File: src/rtl/aacs_pkg.sv
// Package for the antialiased circle pixel shader: config/side structs,
// register index codes, fixed-point constants and ARGB channel helpers.
// No dependencies.
`default_nettype none

package aacs_pkg;

  localparam int FRAC_BITS = 16;
  localparam int ONE = 1 << FRAC_BITS;
  localparam int COV_SHIFT = FRAC_BITS - 8;

  // sqrt(2) bound as a ratio: r2 = floor(r1 * SQRT2_NUM / SQRT2_DEN)
  localparam logic [27:0] SQRT2_NUM = 28'd141421357;
  localparam logic [26:0] SQRT2_DEN = 27'd100000000;

  localparam logic [31:0] WHITE = 32'hffff_ffff;

  localparam int SQRT_STAGES = 32;
  localparam int FRONT_STAGES = 5;
  localparam int BLEND_STAGES = 3;
  localparam int LATENCY = FRONT_STAGES + SQRT_STAGES + BLEND_STAGES;

  localparam logic [2:0] REG_OUTER_R = 3'd0;
  localparam logic [2:0] REG_INNER_R = 3'd1;
  localparam logic [2:0] REG_STROKE  = 3'd2;
  localparam logic [2:0] REG_FILL    = 3'd3;
  localparam logic [2:0] REG_MODE    = 3'd4;
  localparam logic [2:0] REG_INNER   = 3'd5;
  localparam logic [2:0] REG_SRC     = 3'd6;

  localparam logic [1:0] MODE_STROKE = 2'd0;
  localparam logic [1:0] MODE_FILL   = 2'd1;
  localparam logic [1:0] MODE_BOTH   = 2'd2;

  typedef struct packed {
    logic [29:0] outer_r;
    logic [29:0] inner_r;
    logic [31:0] stroke_color;
    logic [31:0] fill_color;
    logic [1:0]  mode;
    logic        inner_enable;
    logic        fill_source_present;
  } cfg_t;

  typedef struct packed {
    logic [31:0] op_pre;
    logic [31:0] p_pre;
    logic        in_box;
    logic        inner_apply;
    logic        lt_o;
    logic        gt_o;
    logic        lt_i;
    logic        gt_i;
  } side_t;

  function automatic logic [31:0] mul4_sym(logic [31:0] p, logic [31:0] q);
    logic [31:0] r;
    logic [15:0] t;
    r = '0;
    for (int i = 0; i < 4; i++) begin
      t = {8'd0, p[8*i +: 8]} * {8'd0, q[8*i +: 8]} + 16'd255;
      r[8*i +: 8] = t[15:8];
    end
    return r;
  endfunction

  function automatic logic [31:0] mul256(logic [8:0] k, logic [31:0] c);
    logic [31:0] r;
    logic [16:0] t;
    r = '0;
    for (int i = 0; i < 4; i++) begin
      t = {9'd0, c[8*i +: 8]} * {8'd0, k};
      r[8*i +: 8] = t[15:8];
    end
    return r;
  endfunction

  function automatic logic [31:0] interp256(logic [8:0] k, logic [31:0] p, logic [31:0] q);
    logic [31:0] r;
    logic [16:0] t;
    logic [8:0]  kc;
    r = '0;
    kc = 9'd256 - k;
    for (int i = 0; i < 4; i++) begin
      t = {9'd0, p[8*i +: 8]} * {8'd0, k} + {9'd0, q[8*i +: 8]} * {8'd0, kc};
      r[8*i +: 8] = t[15:8];
    end
    return r;
  endfunction

endpackage

`default_nettype wire

File: src/rtl/aacs_blend.sv
// Coverage from distance and diamond flags, then stroke scaling and
// inner blend. Three register stages. Depends on aacs_pkg.
`default_nettype none

module aacs_blend (
  input  wire logic            clk,
  input  wire logic            rst,
  input  wire aacs_pkg::cfg_t  cfg,
  input  wire logic            in_valid,
  input  wire logic [31:0]     root_in,
  input  wire aacs_pkg::side_t side,
  output logic                 out_valid,
  output logic [31:0]          pixel
);

  function automatic logic [8:0] cov(logic lt, logic gt, logic [31:0] d, logic [29:0] r0);
    logic [30:0] r1;
    logic [31:0] dd, sh;
    logic [8:0]  k;
    r1 = {1'b0, r0} + 31'(aacs_pkg::ONE);
    dd = d - {2'b0, r0};
    sh = dd >> aacs_pkg::COV_SHIFT;
    if (lt) begin
      k = 9'd256;
    end else if (gt) begin
      k = 9'd0;
    end else if (d < {1'b0, r1}) begin
      k = (d > {2'b0, r0}) ? (9'd256 - {1'b0, sh[7:0]}) : 9'd256;
    end else begin
      k = 9'd0;
    end
    return k;
  endfunction

  logic        v1, v2, v3;
  logic [8:0]  ko1, ki1, ki2;
  logic [31:0] op1, pp1, opk2, pp2, pix3;
  logic        box1, ia1, box2, ia2;

  always_ff @(posedge clk) begin
    if (rst) begin
      v1 <= 1'b0;
      v2 <= 1'b0;
      v3 <= 1'b0;
    end else begin
      v1 <= in_valid;
      v2 <= v1;
      v3 <= v2;
    end
  end

  always_ff @(posedge clk) begin
    ko1  <= cov(side.lt_o, side.gt_o, root_in, cfg.outer_r);
    ki1  <= cov(side.lt_i, side.gt_i, root_in, cfg.inner_r);
    op1  <= side.op_pre;
    pp1  <= side.p_pre;
    box1 <= side.in_box;
    ia1  <= side.inner_apply;

    opk2 <= aacs_pkg::mul256(ko1, op1);
    pp2  <= pp1;
    ki2  <= ki1;
    box2 <= box1;
    ia2  <= ia1;

    if (!box2) begin
      pix3 <= '0;
    end else if (ia2) begin
      pix3 <= aacs_pkg::interp256(ki2, pp2, opk2);
    end else begin
      pix3 <= opk2;
    end
  end

  assign out_valid = v3;
  assign pixel = pix3;

  // zero outer coverage with no interior must come out transparent black
  a_zero_cov: assert property (@(posedge clk) disable iff (rst)
    (v1 && ko1 == 9'd0 && !ia1) |-> ##2 (pixel == 32'd0))
    else $error("zero coverage gave nonzero pixel");

endmodule

`default_nettype wire

File: config.mk
export PLATFORM = sky130hd
export DESIGN_NAME = aacs_blend
export DESIGN_NICKNAME = d
export VERILOG_FILES = /design/src/rtl/aacs_pkg.sv /design/src/rtl/aacs_blend.sv
export SDC_FILE = /design/constraint.sdc
export NUM_CORES = 2
export LEC_CHECK = 0
export BUFFER_PORTS_ARGS = -buffer_cell sky130_fd_sc_hd__buf_2
export CELL_PAD_IN_SITES_DETAIL_PLACEMENT = 1
export CELL_PAD_IN_SITES_GLOBAL_PLACEMENT = 1
export CORE_AREA = 4 4 267 269
export CTS_CLUSTER_SIZE = 40
export DETAILED_ROUTE_END_ITERATION = 7
export DIE_AREA = 0 0 271 273
export GPL_TIMING_DRIVEN = 0
export HOLD_SLACK_MARGIN = 0.08
export PLACE_DENSITY = 0.94
export REMOVE_ABC_BUFFERS = 1
export SLEW_MARGIN = 20
export SYNTH_ARGS = -nofsm -noshare
export SYNTH_HDL_FRONTEND = slang
export SYNTH_SLANG_ARGS = --single-unit
File: constraint.sdc
create_clock -name clk -period 22.1 [get_ports clk]
set_input_delay 3.315 -clock clk [delete_from_list [all_inputs] [get_ports clk]]
set_output_delay 3.315 -clock clk [all_outputs]
set_load 0.005 [all_outputs]
== After elaboration in Yosys (flattened, before gate mapping) ==
Index checks and enable logic that the tools add are counted.

* Flip-flop bits (word level): 194
* Input port bits: 233
* Output and inout port bits: 33
* Logic and storage cells: 57

* Add/sub/neg operators: 11
* Multipliers: 12
* Order comparisons: 4
* Mux-type cells: 7
* Bitwise operators: 4
* Reductions and logical operators: 2

{| class="wikitable"
|+ Operators with widths
! operator !! number
|-
| $mul 8x9->16 || 12
|-
| $add 16x16->16 || 4
|-
| $gt 32x30->1 || 2
|-
| $lt 32x31->1 || 2
|-
| $add 30x17->31 const B || 2
|-
| $mux 9 || 6
|-
| $mux 32 || 1
|-
| $sub 16x16->16 || 2
|-
| $sub 9x8->9 const A || 2
|-
| $sub 9x9->9 const A || 1
|-
| $reduce_or 4->1 || 2
|-
| $not 1->1 || 4
|}

== Longest topological paths before layout ==
* Word-level depth: 5
* Mapped depth: 28
* Gate-level depth less buffers: 26

== Least setup slack after synthesis ==
No wires, ideal clock.

* Path type: register to register
* Start: register ki2[0]
* End: register pix3[31], in the netlist pixel[31]
* Arrival time: 6.904 ns
* Data required time: 21.980 ns
* Slack: 15.077 ns
* Cell stages (with the launch flop): 28
* Clock period less this slack: 7.023 ns
* Path through: dfxtp_1 > clkbuf_1 > inv_1 > ha_1 > nand2_1 > or3_1 > or3_1 > xnor2_2 > clkbuf_1 > nand2_1 > fa_1 > inv_1 > fa_1 > fa_1 > fa_1 > fa_1 > inv_1 > fa_1 > inv_1 > ha_1 > nand2_1 > a211oi_1 > a221oi_2 > a221oi_1 > o41ai_2 > xnor2_1 > and3_1 > o31a_1

* Word-level cells in the longest chain between the ends: 4

{| class="wikitable"
|+ Ends and longest elaborated chain
! what !! RTL line !! text
|-
| start: declaration || aacs_blend.sv:36 || <nowiki>logic [8:0] ko1, ki1, ki2;</nowiki>
|-
| start signal: assignment || aacs_blend.sv:62 || <nowiki>ki2 <= ki1;</nowiki>
|-
| $sub 9x9->9 || aacs_pkg.sv:83 || <nowiki>kc = 9'd256 - k;</nowiki>
|-
| $mul 8x9->16 || aacs_pkg.sv:85 || <nowiki>t = {9'd0, p[8*i +: 8]} * {8'd0, k} + {9'd0, q[8*i +: 8]} * {8'd0, kc};</nowiki>
|-
| $add 16x16->16 * || aacs_pkg.sv:85 ||
|-
| $mux 32 * || aacs_blend.sv:68 || <nowiki>end else if (ia2) begin</nowiki>
|-
| end signal: assignment || aacs_blend.sv:69 || <nowiki>pix3 <= aacs_pkg::interp256(ki2, pp2, opk2);</nowiki>
|-
| end signal: assignment || aacs_blend.sv:71 || <nowiki>pix3 <= opk2;</nowiki>
|-
| end: declaration || aacs_blend.sv:37 || <nowiki>logic [31:0] op1, pp1, opk2, pp2, pix3;</nowiki>
|}

Every way passes the cells marked *; elsewhere a longest branch is shown, timed or not.
A chain may end at the register's enable or synchronous reset.

== Final worst setup path ==
* Start: register ki2[0]
* End: register pix3[30], in the netlist pixel[30]

The elaborated chain is that of the path after synthesis.

==> results.ini <==
[job]
cap_violations=0

[drt]
wl_um=129000
ant_nets=0
vias=29100
routed_via_density=6.00
drtIter0Drc=2681
drt-pass1-iter-count=6
wl_per_cell_um=26.7
drc_errors=0

[global_routing]
track_usage_pct=35.4
grt_max_degree=63
grt_pass1_wl_um=200000
antenna_found_initial=9
grt-ovfl-total=0
first_global_vias=35000

[synth]
synth_cells=3815
synth-edff-count=0
synth_compound_area_share_pct=4.97
synth_top_flop_cell=dfxtp_1
ys_types=68
ys_seq_area_share_pct=11.4
synth.area.top_cells=fa_1 (34%), ha_1 (17%), dfxtp_1 (11%)
synthXorXnorAreaFrac_pct=3.91
synth.area.mux_share_pct=0.450
ys_warn_count=0
syn_area_um2=34200
syn_area_per_cell_um2=8.97
synth_top_family_by_area=adder cells
yosys.area_share.simple_pct=17.9
async_reset_ff_share_pct=0
synth.largest_area_cell=fa_1
synthAdderAreaFrac_pct=50.8
synth_top_area_share_pct=34.2
ys_seq_elements=194

[setup_path]
crit_end=pixel[30]
cp-end-kind=flop
ff2ff_setup_slack_ns=12.62
cp_data_required_time_ns=22.46
r2r.worst_path.cells=25
r2r-end=pixel[30]
crit_arrival_ns=9.84
regToRegStartpoint=ki2[0]
path_class=reg2reg
crit_start=ki2[0]
critPathMaxFanout=62
worstSetupStartpointType=flop

[pwr]
p_leak_nw=19.3
p_per_area_nw_per_um2=47.5
ir_worst_vdd_uv=70.7

[die]
rows=96
die_area_um2=74000
chipWidth_um=271
die_h_um=273
ioPinCount=266
initial_core_util_pct=49.9
coreArea_um2=68600

[sta]
hold_viol=0
fin_setup_tns_ns=0
tightest_slew_ns=1.27
grt_setup_unrepaired=false
relSlewSlack_pct=15.6
skew_ns=0.0181
slew_viol_final=0
setup_viol=0
clock.fmax_ghz=0.105
post-route-period-util_pct=42.9
fin_crit_ns=9.48

[placement]
placed_cells=4806
gp_congestion=0.856
port_buffers=197
dp_hpwl_um=89100

[cts]
max-clock-path-buffers=2
postCtsHoldBufs=0
tritoncts=built
cts.sinks=194
post_cts_resized=0
clk-insertion-delay-late_ns=0.54
htreeDepth=4
clkSlewWorstSetupHoldPaths_ns=0.09
numCtsBuffers=17
cts_setup_buffers=0
cts-root-buf=clkbuf_16

[status]
status=finished clean

[cells_and_area]
layout-area-overhead-vs-synth_pct=7.63
final_nets=5166
finalNonFillerCells=4844
layout-drive-gt1-share_pct=7.50

[worst_hold_path]
hold_class=reg2reg

==> synthesized netlist by cell type (all sizes together), types with 10 or more instances <==
cell type  instances
inv              806
fa               584
and2             463
ha               455
nand2            439
dfxtp            194
clkbuf           133
xnor2            123
nor2              83
a21oi             63
nand3             62
o21ai             52
nor3              46
nor2b             31
xor2              29
nand4             26
buf               24
a21o              22
o211ai            17
and3              13
mux2i             12
a211oi            11
o21a              10
==> final cells by class <==
class	instances	area, µm²
diodes	6	15.0
well taps	931	1160
inverters	806	3030
multi-input cells	2658	26800
repair buffers	217	1310
flip-flops and latches	194	3910
clock buffers	18	429
fillers	7892	31800
clock inverters	14	170
==> sequential cells by signal, summed over array words and instances, names as in the netlist <==
name / cells
box2: 1
ki1: 9
out_valid: 1
ia1: 1
pp2: 32
v1: 1
op1: 32
pp1: 32
pixel: 32
opk2: 32
ia2: 1
v2: 1
ki2: 9
ko1: 9
box1: 1
==> worst max-delay path: stages, from the launching register on <==
cell,delay [ns]
dfxtp_4,0.58
inv_1,0.22
ha_2,0.24
nand2_1,0.16
or3_1,0.45
or3_1,0.45
xnor2_4,0.60
nand2_1,0.20
fa_1,0.44
inv_1,0.09
fa_1,0.44
fa_1,0.77
fa_1,0.52
fa_1,0.51
inv_1,0.08
fa_1,0.51
inv_1,0.06
ha_1,0.36
nand2_1,0.11
a211oi_1,0.31
a221oi_2,0.10
a221oi_1,0.83
o21a_1,0.24
nor2_1,0.08
xor2_1,0.16
o21ai_0,0.72
==> routing by layer <==
metal / global-route usage, % / wire length (µm) / vias to the layer above
li1: - / - / 11800
met1: 36.5 / 42500 / 14400
met2: 60.6 / 62400 / 1960
met3: 8.83 / 11100 / 956
met4: 30.0 / 13100 / 6
met5: 0 / 48 / -
==> logic make-up after synthesis <==
logic type	count (synthesis)
buffers and inverters	963
AO/OA/AOI/OAI	248
XOR/XNOR	152
AND/OR/NAND/NOR	1204
multiplexers	15
flip-flops	194
adder cells (fa/ha/maj)	1039
==> through the flow <==
stage          cell area (µm²)  utilization, %  worst slack [ns]  hold slack, ns  power [mW]
4_1_cts                  36800            53.7             13.10           0.324        1.71
3_5_place_dp             36200            52.8             13.35           0.313        1.32
3_3_place_gp             35800            52.1             11.39           0.310        1.18
2_1_floorplan            33600               -             14.44           0.310       0.981
6_report                 36800            53.7             12.62           0.321        1.75
5_1_grt                  36800            53.7             12.72           0.332        1.84
==> power by group <==
group / switching (mW) / total, mW / internal [mW] / leakage [nW]
registers: 0.0730 / 0.457 / 0.384 / 1.63
clock network: 0.180 / 0.342 / 0.162 / 0.294
logic: 0.579 / 0.949 / 0.370 / 17.4
==> how the worst min path moves through the flow <==
| stage | startpoint | end | cells after the start |
|---|---|---|---|
| 6_report | pp1[17] | pp2[17] | 0 |
| 5_1_grt | ki1[4] | ki2[4] | 0 |
| 4_1_cts | pp1[17] | pp2[17] | 0 |
| 3_5_place_dp | pp1[21] | pp2[21] | 0 |
| 3_3_place_gp | box1 | box2 | 0 |
| 2_1_floorplan | box1 | box2 | 0 |
==> cell usage in the layout, fill, tap and decap left out, types with 5 or more instances in the layout <==
cell and instances:
a211oi_1 11, a21o_1 22, a21oi_1 62, a31o_2 5, a31oi_1 8, and2_1 463, and3_1 13, and4b_1 5
buf_12 9, buf_2 197, buf_6 8, clkbuf_16 17, dfxtp_1 174, dfxtp_2 19, diode_2 6, fa_1 584
ha_1 454, inv_1 806, inv_6 5, mux2i_1 12, nand2_1 439, nand2b_1 9, nand3_1 62, nand4_1 26
nor2_1 83, nor2b_1 31, nor3_1 46, nor4_1 6, o211a_1 7, o211ai_1 17, o21a_1 10, o21ai_0 51
o21bai_1 5, or3_1 9, xnor2_1 118, xor2_1 27
(Power assumes the default switching activity.)
